[config.mk]
export PLATFORM = sky130hd
export DESIGN_NAME = sdf_front
export DESIGN_NICKNAME = d
export VERILOG_FILES = /design/src/stream_dedup_first_occurrence_assert.svh /design/src/sdf_pkg.sv /design/src/sdf_front.sv
export SDC_FILE = /design/constraint.sdc
export NUM_CORES = 1
export LEC_CHECK = 0
export ABC_AREA = 0
export BUFFER_PORTS_ARGS = -buffer_cell sky130_fd_sc_hd__buf_4
export CORE_MARGIN = 2
export CORE_UTILIZATION = 40
export CTS_CLUSTER_DIAMETER = 150
export DETAILED_ROUTE_END_ITERATION = 16
export GPL_TIMING_DRIVEN = 0
export MAX_ROUTING_LAYER = met4
export SLEW_MARGIN = 0
export SYNTH_ARGS = -nofsm -noshare
export SYNTH_HDL_FRONTEND = slang
export SYNTH_SLANG_ARGS = --single-unit
[constraint.sdc]
create_clock -name clock -period 5.6 [get_ports clock]
set_clock_uncertainty 0.15 [all_clocks]
set_input_delay 0.56 -clock clock [delete_from_list [all_inputs] [get_ports clock]]
set_output_delay 0.56 -clock clock [all_outputs]
set_load 0.02 [all_outputs]
[src/stream_dedup_first_occurrence_assert.svh]
// Assertion macros used by the stream de-duplication RTL.
`ifndef STREAM_DEDUP_FIRST_OCCURRENCE_ASSERT_SVH
`define STREAM_DEDUP_FIRST_OCCURRENCE_ASSERT_SVH

// Clocked assertion that is switched off while reset is high.
`define SDF_ASSERT(label, clk, rst, prop, msg) \
   label: assert property (@(posedge clk) disable iff (rst) prop) else $error(msg);

// Clocked assertion that also holds while reset is high.
`define SDF_ASSERT_ALWAYS(label, clk, prop, msg) \
   label: assert property (@(posedge clk) prop) else $error(msg);

`endif

[src/sdf_pkg.sv]
package sdf_pkg;

   localparam int TABLE_DEPTH = 256;
   localparam int IDX_W       = $clog2(TABLE_DEPTH);
   localparam int CNT_W       = $clog2(TABLE_DEPTH + 1);
   localparam int UCOUNT_W    = 9;
   localparam int VALUE_W     = 32;

   localparam int QUEUE_DEPTH = 2;
   localparam int QPTR_W      = $clog2(QUEUE_DEPTH);
   localparam int QLVL_W      = $clog2(QUEUE_DEPTH + 1);

   typedef struct packed {
      logic signed [VALUE_W-1:0] value;
      logic                      is_last;
   } req_type;

   typedef struct packed {
      logic signed [VALUE_W-1:0] value_out;
      logic                      kept;
      logic [UCOUNT_W-1:0]       unique_count;
      logic                      end_of_array;
      logic                      overflow;
   } rsp_type;

   // Head of the queue as seen by the back end.
   typedef struct packed {
      logic    valid;
      req_type item;
   } queue_head_type;

   typedef enum logic [0:0] {
      BACK_IDLE,
      BACK_SEARCH
   } back_state_type;

endpackage

[src/sdf_front.sv]
module sdf_front import sdf_pkg::*; (
   input  logic           clock,
   input  logic           reset,
   input  logic           start,
   output logic           busy,
   input  req_type        req_data,
   output queue_head_type head,
   input  logic           pop
);

   req_type           entries_ff [QUEUE_DEPTH];
   logic [QPTR_W-1:0] wr_ptr_ff, wr_ptr_in;
   logic [QPTR_W-1:0] rd_ptr_ff, rd_ptr_in;
   logic [QLVL_W-1:0] level_ff, level_in;
   logic              push;
   logic              pop_ok;

   assign busy   = (level_ff == QLVL_W'(QUEUE_DEPTH));
   assign push   = start && !busy;
   assign pop_ok = pop && (level_ff != '0);

   assign head.valid = (level_ff != '0);
   assign head.item  = entries_ff[rd_ptr_ff];

   always_comb begin
      wr_ptr_in = wr_ptr_ff;
      rd_ptr_in = rd_ptr_ff;
      level_in  = level_ff;
      if (push) begin
         wr_ptr_in = (wr_ptr_ff == QPTR_W'(QUEUE_DEPTH - 1)) ? '0 : wr_ptr_ff + 1'b1;
      end
      if (pop_ok) begin
         rd_ptr_in = (rd_ptr_ff == QPTR_W'(QUEUE_DEPTH - 1)) ? '0 : rd_ptr_ff + 1'b1;
      end
      if (push && !pop_ok) begin
         level_in = level_ff + 1'b1;
      end else if (pop_ok && !push) begin
         level_in = level_ff - 1'b1;
      end
   end

   always_ff @(posedge clock) begin
      if (reset) begin
         wr_ptr_ff <= '0;
         rd_ptr_ff <= '0;
         level_ff  <= '0;
      end else begin
         wr_ptr_ff <= wr_ptr_in;
         rd_ptr_ff <= rd_ptr_in;
         level_ff  <= level_in;
      end
   end

   always_ff @(posedge clock) begin
      if (push) begin
         entries_ff[wr_ptr_ff] <= req_data;
      end
   end

endmodule

**Word-level counts from Yosys, hierarchy flattened**

Memories as Yosys holds them, arrays and structs flattened. A register that Yosys moved wholly into a read port is not among the register bits.
Index checks and enable logic that the tools add are counted.

- Flip-flop bits (word level): 4
- RAM bits: 66
- Output and inout port bits: 35
- Logic and storage cells: 26
- Memories: 1

Memories:

| memory | words | bits a word | rd ports | clocked after Yosys merged registers in | write ports | RTL line | RTL |
|---|---|---|---|---|---|---|---|
| entries_ff | 2 | 33 | 1 | 1 | 1 | sdf_front.sv:11 | `req_type entries_ff [QUEUE_DEPTH];` |

- Add/sub/neg operators: 4
- Equality and inequality tests: 1
- Multiplexer cells: 8
- Reductions and logical operators: 9

Operators with widths:

| operator | count |
|---|---|
| 1-bit 2-to-1 mux | 6 |
| 1-bit logical AND | 4 |
| 2-bit 2-to-1 mux | 2 |
| 2-bit nonzero test | 2 |
| 1-bit logical NOT | 3 |
| 1-bit adder, second input constant | 2 |
| 2-bit by 1-bit adder with 2-bit output, second input constant | 1 |
| 2-bit equality test, second input constant | 1 |
| 2-bit by 1-bit subtractor with 2-bit output, second input constant | 1 |

**Longest topological paths before layout**

Gate-level depths: netlist (run 1).

- Depth in word-level cells: 7
- Depth in mapped cells: 6
- Mapped depth without buffers: 6

**Least setup slack after synthesis (run 1)**

OpenSTA, ideal clock, no wires.

- Path kind: input to register
- Start point: input start
- End point: memory entries_ff[0][0] (netlist name), enable pin
- Setup time: 0.388 ns
- Arrival: 1.619 ns
- Required time: 5.062 ns
- Path slack: 3.444 ns
- Cell stages on the path: 3
- Cell sequence: inv_1 > or3_1 > inv_1

- Word-level cells in the longest chain between the ends: 3

Ends and longest elaborated chain:

| element | RTL line | RTL |
|---|---|---|
| start: declaration | sdf_front.sv:4 | `input logic start,` |
| 1-bit logical AND | sdf_front.sv:19 | `assign push = start && !busy;` |
| 1-bit 2-to-1 mux | sdf_front.sv:55 | `if (push) begin` |
| 1-bit 2-to-1 mux (implied by the code) | sdf_front.sv:56 | `entries_ff[wr_ptr_ff] <= req_data;` |
| end: declaration | sdf_front.sv:11 |  |

Every way passes these cells.

**Worst setup path after layout (run 1)**

- Start point: register level_ff[1]
- End point: memory entries_ff[0][26] (netlist name), enable pin

- Word-level cells in the longest chain between the ends: 5

Ends and longest elaborated chain:

| element | RTL line | RTL |
|---|---|---|
| start: declaration | sdf_front.sv:14 | `logic [QLVL_W-1:0] level_ff, level_in;` |
| start signal: assignment | sdf_front.sv:50 | `level_ff <= level_in;` |
| 2-bit equality test | sdf_front.sv:18 | `assign busy = (level_ff == QLVL_W'(QUEUE_DEPTH));` |
| 1-bit logical NOT | sdf_front.sv:19 |  |
| 1-bit logical AND | sdf_front.sv:19 |  |
| 1-bit 2-to-1 mux | sdf_front.sv:55 |  |
| 1-bit 2-to-1 mux (implied by the code) | sdf_front.sv:56 |  |

Every way passes these cells.

==> results.tsv, run 1 <==
metric	value	unit
grt_pass1_wl	7.14	mm
die-height	84.5	um
cap_violations	0	
ioPinCount	72	
grt_max_degree	34	
grt_use_met2	23.8	%
yosysWarnings	0	
min_from	req_data[3]	
cp.arrival	2050	ps
synthTopCellsByArea	edfxtp_1, mux2_2, dfxtp_1, xor2_1, buf_2	
area_delta_synth_final	30.2	%
num_vias	1359	
rrSetupSlack	3090	ps
first_pass_iters	2	
syn_nets	166	
dieArea	7140	um2
cts.sinks	71	
postCtsHoldBufs	0	
nNetsFinal	248	
cp-start-kind	flip-flop	
tightest_slew	1210	ps
rows	29	
critPathLaunch	level_ff[1]$_SDFFE_PP0P_	
ant_nets	0	
viasPerCell	4.67	
n_antenna_cell	0	
ir_drop	273	uV
cts_resized	0	
use_met1	14.3	%
clk_latency	320	ps
dpl.hpwl	3.23	mm
fin_tns_setup	0	ps
grtUsageMet3	3.34	%
grt.busiest_layer	met2	
setup_viol	0	
final_cells	291	
clock_power_share	21.4	%
dp.cells	276	
syn_inst	128	
drive_gt1_share	57.9	%
worst_setup_path_end_kind	flip-flop	
p_seq_share	45.8	%
first_global_vias	1453	
routedWlPerCell	15.9	um
syn_avg_cell_area	20.3	um2
port_buffers	71	
cts_buffer_depth	2	
wl	4.62	mm
synth_area_leader_cell	edfxtp_1	
cts_tree	done	
yosysTopAreaCellShare	76.4	%
finalHoldViolations	0	
crit_type	flip-flop to flip-flop	
cts_root_buf	clkbuf_8	
worst-path-max-fanout	33	
grt_usage	13.7	%
fin_crit	2510	ps
utilization	53.5	%
cts_setup_buffers	0	
numCtsBuffers	9	
clk_pin_slew	70	ps
run_status	finished clean	
ys_types	14	
synth_area	2590	um2
ys_seq_area_share	80.3	%
fin_crit_sh	44.7	%
grt_remaining_overflow	0	
fp.coreArea	6310	um2
p_per_area	448	nW/um2
fillers	537	
sw_frac_of_total	30.4	%
hp-class	primary input to flip-flop	
drc_errors	0	
p_comb_share	32.8	%
initial_utilization	41.1	%
fmax	399	MHz
switching_power	0.459	mW
slew-limit-headroom	18.6	%
antenna_found_initial	0	
r2r-start	level_ff[1]$_SDFFE_PP0P_	
maxSlewViolCount	0	
die_x	84.5	um
drt_iter0_markers	47	
power.internal	1.05	mW
rsz0062_at_grt	false	
gp_congestion	0.693	
leakage	1.28	nW
yosys_register_bits	71	
htree_num_levels	3	
crit_required	5150	ps
critical path, stage by stage (launching register included):
cell,delay (ps)
dfxtp_1,380
nor2b_2,230
or3_1,170
clkinv_1,940
power groups by stage:
stage	sequential, mW	combinational, mW	clock, mW
2_1_floorplan	0.696	0.311	0
3_3_place_gp	0.700	0.490	0
3_5_place_dp	0.706	0.503	0
4_1_cts	0.694	0.505	0.332
5_1_grt	0.700	0.530	0.357
6_report	0.693	0.496	0.323
Yosys cell counts:
master and instances:
o21ai_0 3, a21oi_1 2, or2_2 1, ha_1 1
nor2_1 4, nor2b_2 1, buf_2 4, xor2_1 3
or3_1 2, inv_1 2, mux2_2 33, edfxtp_1 66
dfxtp_1 5, and2_1 1
stage by stage:
stage	setup slack [ps]	area (um2)	total power, mW	hold slack [ps]
after floorplan	3440	2590	1.01	302
after global placement	3040	3220	1.19	313
after detailed placement	2930	3220	1.21	341
after CTS	3140	3380	1.53	249
after global routing	2900	3380	1.59	245
final	3090	3380	1.51	263
cell families (layout without fill, tap and decap cells):
group / count (synthesis) / count (layout) / share of synthesized area (%)
flops: 71 / 71 / 80.3
mux: 33 / 33 / 14.3
simple gates: 9 / 9 / 1.88
buf+inv: 6 / 92 / 1.06
compound gates: 5 / 5 / 0.965
xor+xnor: 3 / 3 / 1.01
fa+ha+maj: 1 / 1 / 0.482
area by class of cell:
class                           instances  area (um2)  area share [%]
Buffer                                  4        20.0           0.593
Clock inverter                          5        26.3           0.778
Tap cell                               77        96.3            2.85
Multi-Input combinational cell         51         485            14.4
Sequential cell                        71        2080            61.6
Timing Repair Buffer                   71         533            15.8
Clock buffer                           10         128            3.78
Inverter                                2        7.51           0.222
layer usage:
metal / part of all wire, % / vias to the layer above / wire [um]
met4: 2.0 / 0 / 92
met5: 0 / - / 0
met1: 39 / 653 / 1780
li1: - / 655 / -
met3: 4.8 / 10 / 223
met2: 55 / 41 / 2520
cells in the final DEF (no fill, tap or decap):
master | Yosys | final
or3_1 | 2 | 2
clkinv_1 | 0 | 2
or2_2 | 1 | 1
clkinv_2 | 0 | 3
xor2_1 | 3 | 3
clkinvlp_4 | 0 | 1
clkbuf_8 | 0 | 9
clkbuf_1 | 0 | 1
nor2b_2 | 1 | 1
inv_1 | 2 | 1
o21ai_0 | 3 | 3
edfxtp_1 | 66 | 66
dfxtp_1 | 5 | 5
ha_1 | 1 | 1
buf_4 | 0 | 71
mux2_2 | 33 | 33
a21oi_1 | 2 | 2
buf_2 | 4 | 4
nor2_1 | 4 | 4
and2_2 | 0 | 1
registers in the layout (all words and copies together) (netlist names), named ones only:
| name | cells |
|---|---|
| entries_ff | 66 |
| level_ff | 2 |
| rd_ptr_ff | 1 |
| wr_ptr_ff | 1 |
worst paths after layout:
path | cells past startpoint | end
worst min-delay path | 1 | entries_ff[1][3]$_DFFE_PP_
worst max-delay path | 3 | entries_ff[0][26]$_DFFE_PP_
worst min register to register | 2 | wr_ptr_ff$_SDFFE_PP0N_
worst max register to register | 3 | entries_ff[0][26]$_DFFE_PP_
No activity file was read; power rests on OpenSTA's default activity.
==> run 2, diff against run 1 <==
==> constraint.sdc (replaced) <==
create_clock -name clock -period 2.5 [get_ports clock]
set_clock_uncertainty 0.15 [all_clocks]
set_input_delay 0.25 -clock clock [delete_from_list [all_inputs] [get_ports clock]]
set_output_delay 0.25 -clock clock [all_outputs]
set_load 0.02 [all_outputs]
==> run 2 against run 1 <==
Critical path depth up 1. Sequential power up 120%. Register-to-register slack worse by 2700 ps. Largest power group unchanged. Wire length up 4.5%. Cell area up 11%. Total power up 130%. Clock-buffer cell count unchanged. Highest routed layer unchanged. Cell count up 12%. Combinational power up 140%. Via count up 7.7%. Hold slack worse by 57 ps.
==> results.tsv, run 2 (same netlist as run 1, synthesis figures left out) <==
metric	value	unit	change
run_status	finished clean		unchanged
postCtsHoldBufs	34		was 0
slowest_stage	clkinv_1		unchanged
die-height	84.5	um	unchanged
sw_frac_of_total	30.2	%	was 30.4%
drc_errors	0		unchanged
grt_usage	14.5	%	was 13.7%
rows	29		unchanged
p_per_area	923	nW/um2	was 448 nW/um2
grt_max_degree	34		unchanged
finalHoldViolations	0		unchanged
fmax	468	MHz	was 399 MHz
viasPerCell	4.49		was 4.67
crit_type	flip-flop to flip-flop		unchanged
layout_commonest_cell	buf_4		unchanged
worst_setup_path_end_kind	flip-flop		unchanged
fin_tns_setup	0	ps	unchanged
clock_power_share	20.9	%	was 21.4%
first_global_vias	1598		was 1,453
area_delta_synth_final	44.4	%	was 30.2%
grt_remaining_overflow	0		unchanged
drive_gt1_share	50.2	%	was 57.9%
power.internal	2.41	mW	was 1.05 mW
htree_num_levels	3		unchanged
setup_viol	0		unchanged
cts_setup_buffers	0		unchanged
top_regs	entries_ff x66, level_ff x2		unchanged
largest_reg_flops	66		unchanged
total_power	3.46	mW	was 1.51 mW
rsz0062_at_grt	false		unchanged
crit_required	2430	ps	was 5150 ps
cp.arrival	2060	ps	was 2050 ps
cts.sinks	71		unchanged
die_x	84.5	um	unchanged
hp-class	primary input to flip-flop		unchanged
gp_congestion	0.693		unchanged
cts_resized	0		unchanged
cts_tree	done		unchanged
clk_pin_slew	70	ps	about the same
slew-limit-headroom	48.1	%	was 18.6%
p_comb_share	34.3	%	was 32.8%
initial_utilization	41.1	%	unchanged
antenna_found_initial	0		unchanged
ir_drop	630	uV	was 273 uV
fin_crit	2140	ps	was 2510 ps
path_cells	nor2b_2 > or3_1 > clkinv_1 > buf_16		was nor2b_2 > or3_1 > clkinv_1
numCtsBuffers	9		unchanged
p_seq_share	44.8	%	was 45.8%
layout_common_cells	buf_4, edfxtp_1, dlygate4sd3_1		was buf_4, edfxtp_1, mux2_2
maxSlewViolCount	0		unchanged
clk_latency	320	ps	about the same
nNetsFinal	283		was 248
routedWlPerCell	14.8	um	was 15.9 um
num_vias	1463		was 1,359
switching_power	1.05	mW	was 0.459 mW
leakage	1.43	nW	was 1.28 nW
wl	4.82	mm	was 4.62 mm
setup_ws	363	ps	was 3090 ps
dieArea	7140	um2	unchanged
tightest_slew	779	ps	was 1210 ps
n_antenna_cell	0		unchanged
drt_iter0_markers	63		was 47
cts_buffer_depth	2		unchanged
fp.coreArea	6310	um2	unchanged
post-place-ws	48.8	ps	was 2930 ps
grt_pass1_wl	7.67	mm	was 7.14 mm
ioPinCount	72		unchanged
worst-path-max-fanout	17		was 33
cts_root_buf	clkbuf_8		unchanged
dpl.hpwl	3.23	mm	unchanged
port_buffers	71		unchanged
cpPeakStageDelay	560	ps	was 940 ps
path_buf_inv	2		was 1
first_pass_iters	2		unchanged
ant_nets	0		unchanged
cp-start-kind	flip-flop		unchanged
critPathTopFamily	buffers and inverters		unchanged
cap_violations	0		unchanged
fin_crit_sh	85.5	%	was 44.7%
regMostFlops	entries_ff		unchanged
==> run 2: path summary, 6_finish.rpt <==
kind                                          startpoint                           to  slack [ps]  cells past startpoint
worst max-delay path            level_ff[1]$_SDFFE_PP0P_  entries_ff[0][26]$_DFFE_PP_         360                      4
worst min-delay path                               start       wr_ptr_ff$_SDFFE_PP0N_         210                      4
worst max register to register  level_ff[1]$_SDFFE_PP0P_  entries_ff[0][26]$_DFFE_PP_         360                      4
worst min register to register    rd_ptr_ff$_SDFFE_PP0P_       rd_ptr_ff$_SDFFE_PP0P_         360                      2
==> run 2: metrics by stage <==
stage,utilization (%),area [um2],cells,hold WS (ps)
global placement,51.1,3220,276,285
floorplan,-,2590,128,169
finish,59.3,3750,326,205
global route,59.3,3750,326,230
detailed placement,51.1,3220,276,289
CTS,58.9,3720,325,206
==> run 2: area by class of cell <==
type	instances	area, um2
clock inverter	5	26.3
clock buffer	10	128
sequential	71	2080
multi-input combinational	51	485
fill	495	2570
inverter	2	7.51
timing repair buffer	106	901
tap	77	96.3
buffer	4	20.0
==> run 2: power by group through the flow <==
stage	combinational, mW	clock, mW	sequential, mW
floorplan	0.696	0	1.56
global placement	1.10	0	1.57
detailed placement	1.13	0	1.58
CTS	1.17	0.743	1.56
global route	1.27	0.804	1.56
finish	1.18	0.724	1.55
==> run 2: worst register-to-register path, cell delays in order, from the launching register on <==
cell      delay, ps
dfxtp_1         380
nor2b_2         230
or3_1           170
clkinv_1        560
buf_16          400
==> run 2: metal layers <==
layer	vias up	global-route usage (%)	wire length, um
met5	-	-	0
met4	0	6.93	72
met3	7	3.34	183
met2	38	25.3	2660
met1	693	15.5	1900
li1	725	-	-
